--- src/hdl/flfr_pkg.sv ---
// ---------------------------------------------------------------------------
// Fixed-length frame receiver package
// Shared constants, the controller state type and the chain control group.
// ---------------------------------------------------------------------------
`default_nettype none

package flfr_pkg;

   // Default frame store depth in bytes
   localparam int MAX_FRAME_DEF = 32;

   // Shortest frame: two header bytes, station id, one payload byte, two tail bytes
   localparam int MIN_FRAME = 6;

   // Width of the running byte count and of the frame length register
   localparam int FILL_W = 6;

   // Width of the byte index carried in each result
   localparam int INDEX_W = 5;

   // Frame delimiters
   localparam logic [7:0] HEAD_FIRST  = 8'hAA;
   localparam logic [7:0] HEAD_SECOND = 8'h55;
   localparam logic [7:0] TAIL_FIRST  = 8'hA5;
   localparam logic [7:0] TAIL_SECOND = 8'h5A;

   // Register indexes of the configuration port
   localparam int CSR_INDEX_W = 1;
   localparam logic [CSR_INDEX_W-1:0] CSR_STATION_ID   = 1'b0;
   localparam logic [CSR_INDEX_W-1:0] CSR_FRAME_LENGTH = 1'b1;

   // Reset values of the registers
   localparam logic [7:0]        STATION_ID_RST   = 8'd1;
   localparam logic [FILL_W-1:0] FRAME_LENGTH_RST = 6'd9;

   // Controller states
   typedef enum logic [1:0] {
      ST_HUNT,
      ST_COLLECT,
      ST_DRAIN
   } state_type;

   // Shift command for the row of byte cells
   typedef struct packed {
      logic       shift;
      logic [7:0] data;
   } chain_ctrl_type;

endpackage : flfr_pkg

`default_nettype wire

--- src/hdl/flfr_cell.sv ---
// ---------------------------------------------------------------------------
// Frame store cell
// Holds one byte and passes it to the next cell whenever the row shifts.
// ---------------------------------------------------------------------------
`default_nettype none

module flfr_cell (
   input  wire logic       clock,
   input  wire logic       shift,
   input  wire logic [7:0] din,
   output logic [7:0]      dout
);

   logic [7:0] byte_ff;
   logic [7:0] byte_in;

   // Take the neighbour's byte on a shift, hold otherwise
   always_comb begin
      byte_in = shift ? din : byte_ff;
   end

   always_ff @(posedge clock) begin
      byte_ff <= byte_in;
   end

   assign dout = byte_ff;

endmodule : flfr_cell

`default_nettype wire

--- src/hdl/flfr_chain.sv ---
// ---------------------------------------------------------------------------
// Frame store chain
// Row of byte cells; new bytes enter at cell zero and move up one cell per
// shift, so the byte at cell len-1 leaves the frame in arrival order.
// ---------------------------------------------------------------------------
`default_nettype none

module flfr_chain #(
   parameter int MAX_FRAME = flfr_pkg::MAX_FRAME_DEF,
   localparam int IDX_W = $clog2(MAX_FRAME)
) (
   input  wire logic                    clock,
   input  wire flfr_pkg::chain_ctrl_type ctrl,
   input  wire logic [IDX_W-1:0]        tap_sel,
   output logic [7:0]                   tap_data,
   output logic [7:0]                   head_data
);

   logic [7:0] cell_q [MAX_FRAME];

   // Cell zero takes the incoming byte, every other cell its lower neighbour
   for (genvar i = 0; i < MAX_FRAME; i++) begin : g_cell
      if (i == 0) begin : g_first
         flfr_cell u_cell (
            .clock (clock),
            .shift (ctrl.shift),
            .din   (ctrl.data),
            .dout  (cell_q[i])
         );
      end else begin : g_next
         flfr_cell u_cell (
            .clock (clock),
            .shift (ctrl.shift),
            .din   (cell_q[i-1]),
            .dout  (cell_q[i])
         );
      end
   end

   // Output tap at the end of the current frame length
   assign tap_data  = cell_q[tap_sel];
   assign head_data = cell_q[0];

endmodule : flfr_chain

`default_nettype wire

--- src/hdl/fixed_length_frame_receiver.sv ---
// ---------------------------------------------------------------------------
// Fixed-length frame receiver
// Hunts for 0xAA 0x55 <station id> ... 0xA5 0x5A frames of the configured
// length and emits a good frame as a run of bytes, a bad tail as one error.
// ---------------------------------------------------------------------------
// The first result of a good frame is registered in the drain state that its
// last byte enters; an error result as the bad tail byte is accepted.
// Throughput: one byte per cycle in hunt or collect, one result per cycle in
// drain from the cell row, each while the output is free; input held in drain.
// Reset: synchronous, active high; returns to header hunt with default
// registers. Frame store cells are not reset.
// ---------------------------------------------------------------------------
`default_nettype none

module fixed_length_frame_receiver #(
   parameter int MAX_FRAME = flfr_pkg::MAX_FRAME_DEF
) (
   input  wire logic                             clock,
   input  wire logic                             reset,

   // Received bytes
   input  wire logic                             req_tvalid,
   output logic                                  req_tready,
   input  wire logic [7:0]                       req_tdata,   // [7:0] rx_byte

   // Frame results
   output logic                                  rsp_tvalid,
   input  wire logic                             rsp_tready,
   output logic [15:0]                           rsp_tdata,   // [7:0] frame_byte,
                                                              // [12:8] byte_index
   output logic                                  rsp_tlast,   // is_last
   output logic                                  rsp_tuser,   // status

   // Configuration writes
   input  wire logic                             csr_we,
   input  wire logic [flfr_pkg::CSR_INDEX_W-1:0] csr_index,
   input  wire logic [7:0]                       csr_wdata
);

   localparam int FILL_W = flfr_pkg::FILL_W;
   localparam int LEN_W  = $clog2(MAX_FRAME + 1);
   localparam int IDX_W  = $clog2(MAX_FRAME);
   localparam int CMP_W  = (LEN_W > FILL_W) ? LEN_W : FILL_W;

   // Configuration registers
   logic [7:0]        station_id_ff;
   logic [FILL_W-1:0] frame_length_ff;

   always_ff @(posedge clock) begin
      if (reset) begin
         station_id_ff   <= flfr_pkg::STATION_ID_RST;
         frame_length_ff <= flfr_pkg::FRAME_LENGTH_RST;
      end else if (csr_we) begin
         unique case (csr_index)
            flfr_pkg::CSR_STATION_ID:   station_id_ff   <= csr_wdata;
            flfr_pkg::CSR_FRAME_LENGTH: frame_length_ff <= csr_wdata[FILL_W-1:0];
            default: ;
         endcase
      end
   end

   // Saturate the frame length into the supported range
   logic [CMP_W-1:0] length_ext;
   logic [LEN_W-1:0] frame_len;

   always_comb begin
      length_ext = CMP_W'(frame_length_ff);
      priority if (length_ext < CMP_W'(flfr_pkg::MIN_FRAME)) begin
         frame_len = LEN_W'(flfr_pkg::MIN_FRAME);
      end else if (length_ext > CMP_W'(MAX_FRAME)) begin
         frame_len = LEN_W'(MAX_FRAME);
      end else begin
         frame_len = LEN_W'(length_ext);
      end
   end

   // Controller and output registers
   flfr_pkg::state_type state_ff, state_in;
   logic [FILL_W-1:0]   fill_ff, fill_in;
   logic [LEN_W-1:0]    drain_ff, drain_in;
   logic                rsp_valid_ff, rsp_valid_in;
   logic [7:0]          rsp_byte_ff, rsp_byte_in;
   logic [flfr_pkg::INDEX_W-1:0] rsp_index_ff, rsp_index_in;
   logic                rsp_last_ff, rsp_last_in;
   logic                rsp_status_ff, rsp_status_in;

   flfr_pkg::chain_ctrl_type chain_ctrl;
   logic [7:0]       tap_data;
   logic [7:0]       head_data;
   logic [IDX_W-1:0] tap_sel;

   logic             rsp_free;
   logic             accept;
   logic [FILL_W-1:0] fill_next;
   logic [CMP_W-1:0] fill_cmp;
   logic [CMP_W-1:0] len_cmp;
   logic [CMP_W-1:0] drain_cmp;

   assign tap_sel = IDX_W'(frame_len - LEN_W'(1));

   flfr_chain #(
      .MAX_FRAME (MAX_FRAME)
   ) u_chain (
      .clock     (clock),
      .ctrl      (chain_ctrl),
      .tap_sel   (tap_sel),
      .tap_data  (tap_data),
      .head_data (head_data)
   );

   always_ff @(posedge clock) begin
      if (reset) begin
         state_ff     <= flfr_pkg::ST_HUNT;
         fill_ff      <= '0;
         drain_ff     <= '0;
         rsp_valid_ff <= 1'b0;
      end else begin
         state_ff     <= state_in;
         fill_ff      <= fill_in;
         drain_ff     <= drain_in;
         rsp_valid_ff <= rsp_valid_in;
      end
   end

   always_ff @(posedge clock) begin
      rsp_byte_ff   <= rsp_byte_in;
      rsp_index_ff  <= rsp_index_in;
      rsp_last_ff   <= rsp_last_in;
      rsp_status_ff <= rsp_status_in;
   end

   always_comb begin
      rsp_free   = !rsp_valid_ff || rsp_tready;
      req_tready = (state_ff != flfr_pkg::ST_DRAIN) && rsp_free;
      accept     = req_tvalid && req_tready;

      fill_next = FILL_W'(fill_ff + FILL_W'(1));
      fill_cmp  = CMP_W'(fill_next);
      len_cmp   = CMP_W'(frame_len);
      drain_cmp = CMP_W'(drain_ff);

      state_in      = state_ff;
      fill_in       = fill_ff;
      drain_in      = drain_ff;
      rsp_valid_in  = rsp_valid_ff && !rsp_tready;
      rsp_byte_in   = rsp_byte_ff;
      rsp_index_in  = rsp_index_ff;
      rsp_last_in   = rsp_last_ff;
      rsp_status_in = rsp_status_ff;

      chain_ctrl.shift = 1'b0;
      chain_ctrl.data  = req_tdata;

      unique case (state_ff)
         // Match header and station id; any mismatch restarts the hunt
         flfr_pkg::ST_HUNT: begin
            if (accept) begin
               priority if (fill_ff == '0) begin
                  if (req_tdata == flfr_pkg::HEAD_FIRST) begin
                     chain_ctrl.shift = 1'b1;
                     fill_in          = fill_next;
                  end
               end else if (fill_ff == FILL_W'(1)) begin
                  chain_ctrl.shift = 1'b1;
                  fill_in = (req_tdata == flfr_pkg::HEAD_SECOND) ? fill_next : '0;
               end else begin
                  chain_ctrl.shift = 1'b1;
                  if (req_tdata == station_id_ff) begin
                     fill_in  = fill_next;
                     state_in = flfr_pkg::ST_COLLECT;
                  end else begin
                     fill_in = '0;
                  end
               end
            end
         end

         // Store bytes until the frame length is reached, then check the tail
         flfr_pkg::ST_COLLECT: begin
            if (accept) begin
               chain_ctrl.shift = 1'b1;
               priority if (fill_cmp > len_cmp || fill_next == '0) begin
                  fill_in  = '0;
                  state_in = flfr_pkg::ST_HUNT;
               end else if (fill_cmp < len_cmp) begin
                  fill_in = fill_next;
               end else begin
                  fill_in = '0;
                  if (req_tdata == flfr_pkg::TAIL_SECOND &&
                      head_data == flfr_pkg::TAIL_FIRST) begin
                     drain_in = '0;
                     state_in = flfr_pkg::ST_DRAIN;
                  end else begin
                     state_in      = flfr_pkg::ST_HUNT;
                     rsp_valid_in  = 1'b1;
                     rsp_byte_in   = '0;
                     rsp_index_in  = '0;
                     rsp_last_in   = 1'b1;
                     rsp_status_in = 1'b1;
                  end
               end
            end
         end

         // Advance the row one cell per result, oldest byte at the tap
         flfr_pkg::ST_DRAIN: begin
            if (rsp_free) begin
               chain_ctrl.shift = 1'b1;
               chain_ctrl.data  = '0;
               rsp_valid_in     = 1'b1;
               rsp_byte_in      = tap_data;
               rsp_index_in     = drain_cmp[flfr_pkg::INDEX_W-1:0];
               rsp_status_in    = 1'b0;
               rsp_last_in      = (LEN_W'(drain_ff + LEN_W'(1)) == frame_len);
               drain_in         = LEN_W'(drain_ff + LEN_W'(1));
               if (rsp_last_in) begin
                  state_in = flfr_pkg::ST_HUNT;
               end
            end
         end

         default: begin
            state_in = flfr_pkg::ST_HUNT;
            fill_in  = '0;
         end
      endcase
   end

   assign rsp_tvalid = rsp_valid_ff;
   assign rsp_tdata  = {3'b000, rsp_index_ff, rsp_byte_ff};
   assign rsp_tlast  = rsp_last_ff;
   assign rsp_tuser  = rsp_status_ff;

endmodule : fixed_length_frame_receiver

`default_nettype wire
--- config.mk ---
export PLATFORM = sky130hd
export DESIGN_NAME = fixed_length_frame_receiver
export DESIGN_NICKNAME = d
export VERILOG_FILES = /design/src/hdl/flfr_pkg.sv /design/src/hdl/flfr_cell.sv /design/src/hdl/flfr_chain.sv /design/src/hdl/fixed_length_frame_receiver.sv
export SDC_FILE = /design/constraint.sdc
export NUM_CORES = 1
export LEC_CHECK = 0
export BUFFER_PORTS_ARGS = -buffer_cell sky130_fd_sc_hd__buf_2
export CAP_MARGIN = 0
export CORE_ASPECT_RATIO = 1.75
export CORE_UTILIZATION = 45
export CTS_CLUSTER_SIZE = 28
export DETAILED_ROUTE_END_ITERATION = 8
export PLACE_DENSITY = 0.7
export SLEW_MARGIN = 15
export SYNTH_ARGS = -nofsm -noshare
export SYNTH_HDL_FRONTEND = slang
export SYNTH_SLANG_ARGS = --single-unit
--- constraint.sdc ---
create_clock -name clock -period 31.5 [get_ports clock]
set_input_delay 6.3 -clock clock [delete_from_list [all_inputs] [get_ports clock]]
set_output_delay 6.3 -clock clock [all_outputs]
set_load 0.01 [all_outputs]
==> results.txt <==
----------------------------------------------------
[Outcome]
  Status ... completed

[STA]
  Minimum clock period after layout ... approximately 14 ns
  Number of pins exceeding their max-slew limit in the final report ... 0
  Transition at the pin with the smallest max-transition slack ... between 1 and 1.5 ns
  Setup violation total in the final timing report ... 0
  Final Hold Viols ... 0
  RSZ-0062 raised after global routing ... false
  Setup TNS ... 0 ns
  Fraction of the cycle the final worst path needs ... 0.431
  Maximum frequency from static timing analysis ... 73.7 MHz
  Tightest slew margin relative to the limit ... 0.232
  Post-route worst setup slack ... ~18 ns
  Setup skew after layout ... 0.0146 ns

[Pwr]
  Areal power density over the cells ... slightly below 60 nW/um^2
  Leak Pwr ... ~0.0047 uW
  Combinational share of power ... 0.100
  Clock power share ... 0.388
  Net Sw Frac ... 0.241
  Power Internal ... between 600 and 700 uW
  Sequential cell fraction of total power ... 0.512
  Switching pwr ... roughly 200 uW
  IR Drop Worst-Case VDD ... approximately 0.045 mV

[Yosys]
  Sequential cell area fraction in the yosys report ... 0.683
  Biggest area contributors in the synthesized netlist ... edfxtp_1 64%, nand2_1 6.8%, dfxtp_1 4.5%, mux2i_1 3.2%, nand3_1 2.8%
  Most frequent cells after synthesis ... 271 x edfxtp_1, 232 x nand2_1, 72 x nand3_1, 41 x mux2i_1, 39 x clkbuf_1
  Post-synthesis cell count ... between 1,000 and 1,500
  Cell with the most instances after synthesis ... edfxtp_1
  Post-synthesis cell type count ... between 60 and 70
  Area of the mapped netlist ... approximately 13,000 um^2
  Mean instance size in the synthesized netlist ... 12.7 um^2
  Cell type with the highest aggregate area in the netlist ... edfxtp_1
  Share of the synthesized area in the top cell type ... 0.637
  Post-synthesis sequential element count ... 300
  Dominant synthesized flop cell ... edfxtp_1
  Syn. warnings ... 0
  Number of enable flip-flop cells after synthesis ... between 200 and 300
  Fraction of registers with async set/reset ... 0

[Setup path]
  Capturing element of the worst setup path ... req_tready
  CP Cell Sequence ... buf_2 > nor2b_1 > nor2_1 > buf_2
  Crit path DAT ... between 7 and 8 ns
  Endpoint of the most critical register-to-register path ... u_chain.g_cell[28].g_next.u_cell.dout[0]
  Startpoint kind of the worst setup timing path ... input pin
  Launch point of the critical path ... rsp_tready
  Slack of the worst reg-to-reg path ... ~27 ns
  Worst reg2reg path startpoint ... fill_ff[0]
  Nature of the critical path endpoint ... primary output
  Top fanout value on the critical path ... 10
  Most common cell type on the critical path ... buf_2
  Required time at the endpoint of the critical path ... 25.20 ns
  Critical-path cell with the highest stage delay ... nor2b_1
  R2r worst-path depth ... 9
  Type of the setup path with the least slack ... in -> out
  Maximum cell stage delay along the critical path ... 0.58 ns

[Layout]
  Diodes inserted ... 0
  Layout net count ... approximately 1,100
  Fill cell total of the finished layout ... approximately 2,400
  Growth of design area from synthesis to finish ... 11.1%
  Multi-input gate area in the final layout ... between 3000 and 4000 um^2
  Fraction of layout cells with a size suffix above 1 ... 0.103
  Register area ... 8720 um^2

[Worst hold path]
  Cell depth of the worst hold path ... 0
  Path category of the worst min-delay check ... reg -> reg

[Clocking]
  Hold buffer count at cts ... 0
  CTS clk-pin slew, worst paths ... 0.07 ns
  Inserted Clock Buffers ... 27
  Gates resized, CTS repair ... 0
  Clock latency on the worst-skew pair ... approximately 0.55 ns
  Clock Sinks ... 300
  Root buffer cell ... clkbuf_16
  Setup repair bufs after CTS ... 0
  Max Root-Sink Buffers ... 3
  Clock tree from TritonCTS ... built
  H-Tree Level Count ... 1

[GRT]
  Busiest metal layer after global routing ... met2
  Global route total overflow ... 0
  Global routing usage summed across all routing layers ... 0.183
  Pin count of the biggest net entering global routing ... between 90 and 100
  GR Layer Usage met3 ... 0.0209
  Antenna violations before repair ... 0
  Met1 usage ... 0.232
  Global-route wire length before repair ... 41,100 um
  Vias in the first global route ... just under 8,000
  Met2 capacity usage during global routing ... 0.319

[Detailed routing]
  Drc violations ... 0
  Number of design-rule violations left by the first detailed-router iteration ... ~660
  WL/cell ... roughly 18 um
  Vias per Instance ... between 5 and 6
  Wire length after detailed routing ... between 20,000 and 30,000 um
  Total via count in the routed design ... 7,992
  Number of detailed-route iterations in the first pass ... 5
  Residual antenna-violating net count after detailed routing ... 0

[Floorplan]
  Initial core utilization ... 0.457
  Rows ... between 80 and 90
  Die area ... 29,100 um^2
  Core footprint ... 28,000 um^2
  Die height ... about 220 um
  I/O pin total ... 42
  Die W ... ~130 um

[Place]
  HPWL Detailed ... roughly 17,000 um
  Final estimated routing congestion in global placement ... ~0.85
  Worst Setup Slack post-DPL ... 17.92 ns
  Port Buf Inserts ... 38

[Flow run]
  Max-capacitance violation count ... 0

----------------------------------------------------
## how the worst min path moves through the flow
stage               slack (ns)                                        to                                      from
floorplan                 0.42  u_chain.g_cell[25].g_next.u_cell.dout[6]  u_chain.g_cell[24].g_next.u_cell.dout[6]
global placement          0.43  u_chain.g_cell[25].g_next.u_cell.dout[6]  u_chain.g_cell[24].g_next.u_cell.dout[6]
detailed placement        0.43  u_chain.g_cell[19].g_next.u_cell.dout[5]  u_chain.g_cell[18].g_next.u_cell.dout[5]
CTS                       0.44   u_chain.g_cell[8].g_next.u_cell.dout[7]   u_chain.g_cell[7].g_next.u_cell.dout[7]
global route              0.45  u_chain.g_cell[30].g_next.u_cell.dout[4]  u_chain.g_cell[29].g_next.u_cell.dout[4]
finish                    0.44   u_chain.g_cell[8].g_next.u_cell.dout[7]   u_chain.g_cell[7].g_next.u_cell.dout[7]
## final cells by class
| cell class | instances | area share |
|---|---|---|
| flip-flops and latches | 300 | 0.614 |
| multi-input cells | 636 | 0.270 |
| clock buffers | 31 | 0.0487 |
| well taps | 373 | 0.0329 |
| repair buffers | 48 | 0.0187 |
| clock inverters | 18 | 0.0121 |
| inverters | 12 | 0.00317 |
## state kept, by name, indices dropped and copies added (netlist names)
register and flops:
drain_cmp 6, fill_ff 6, frame_length_ff 6, rsp_byte_ff 8
rsp_index_ff 5, rsp_tlast 1, rsp_tuser 1, rsp_tvalid 1
state_ff 2, station_id_ff 8, u_chain.g_cell.g_first.u_cell.dout 8, u_chain.g_cell.g_next.u_cell.dout 248
## cells in the final DEF (no fill, tap or decap), types with 4 or more instances in the layout
| cell | n |
|---|---|
| nor2b_1 | 8 |
| clkbuf_16 | 27 |
| inv_1 | 11 |
| clkinv_2 | 9 |
| o211ai_1 | 8 |
| a311oi_1 | 10 |
| nor3_1 | 10 |
| ha_1 | 14 |
| xnor2_1 | 4 |
| nor4bb_1 | 4 |
| nor2_1 | 14 |
| nand4_1 | 23 |
| dfxtp_1 | 29 |
| nand3_1 | 72 |
| nor2_2 | 4 |
| nand2b_1 | 9 |
| buf_4 | 10 |
| edfxtp_1 | 271 |
| clkbuf_1 | 4 |
| o2111ai_1 | 7 |
| a211oi_1 | 9 |
| a31oi_1 | 17 |
| a21o_1 | 7 |
| a32oi_1 | 18 |
| a211o_1 | 7 |
| buf_2 | 38 |
| and3_1 | 5 |
| and2_1 | 14 |
| mux2i_1 | 41 |
| clkinv_1 | 4 |
| nand2_1 | 232 |
| a21oi_1 | 26 |
| o21ai_0 | 12 |
| xor2_1 | 11 |
## power groups by stage
stage / Combinational (uW) / Sequential [uW] / Clock, uW
floorplan: 62.9 / 440 / 0
global placement: 84.4 / 440 / 0
detailed placement: 84.8 / 440 / 0
CTS: 85.4 / 431 / 334
global route: 93.4 / 431 / 348
finish: 84.6 / 431 / 327
## metal layers
layer | vias to the layer above | part of all wire
li1 | 3803 | -
met1 | 3969 | 0.41
met2 | 182 | 0.52
met3 | 38 | 0.040
met4 | 0 | 0.023
met5 | - | 0
## critical path, delay by kind of cell
kind | cells | cell delay [ns]
simple gates | 2 | 0.69
buf+inv | 2 | 0.27
## logic make-up after synthesis
logic type | share of synthesized area
muxes | 0.0348
xor gates and xnor gates | 0.0120
AOI/OAI and AO/OA | 0.0837
buffers and inverters | 0.0227
and+or+nand+nor | 0.150
adders and majority gates | 0.0137
DFF | 0.683
other | 0.000294
## through the flow
step | cell area, um^2 | hold WS [ns] | instances | utilization | power, uW
final | 14200 | 0.440 | 1418 | 0.507 | 843
after global routing | 14200 | 0.447 | 1418 | 0.507 | 872
after CTS | 14200 | 0.439 | 1418 | 0.507 | 851
after detailed placement | 13300 | 0.431 | 1369 | 0.476 | 525
after global placement | 13300 | 0.428 | 1369 | 0.476 | 524
after floorplan | 12800 | 0.420 | 1006 | - | 503
Power figures use the tool's default switching activity.
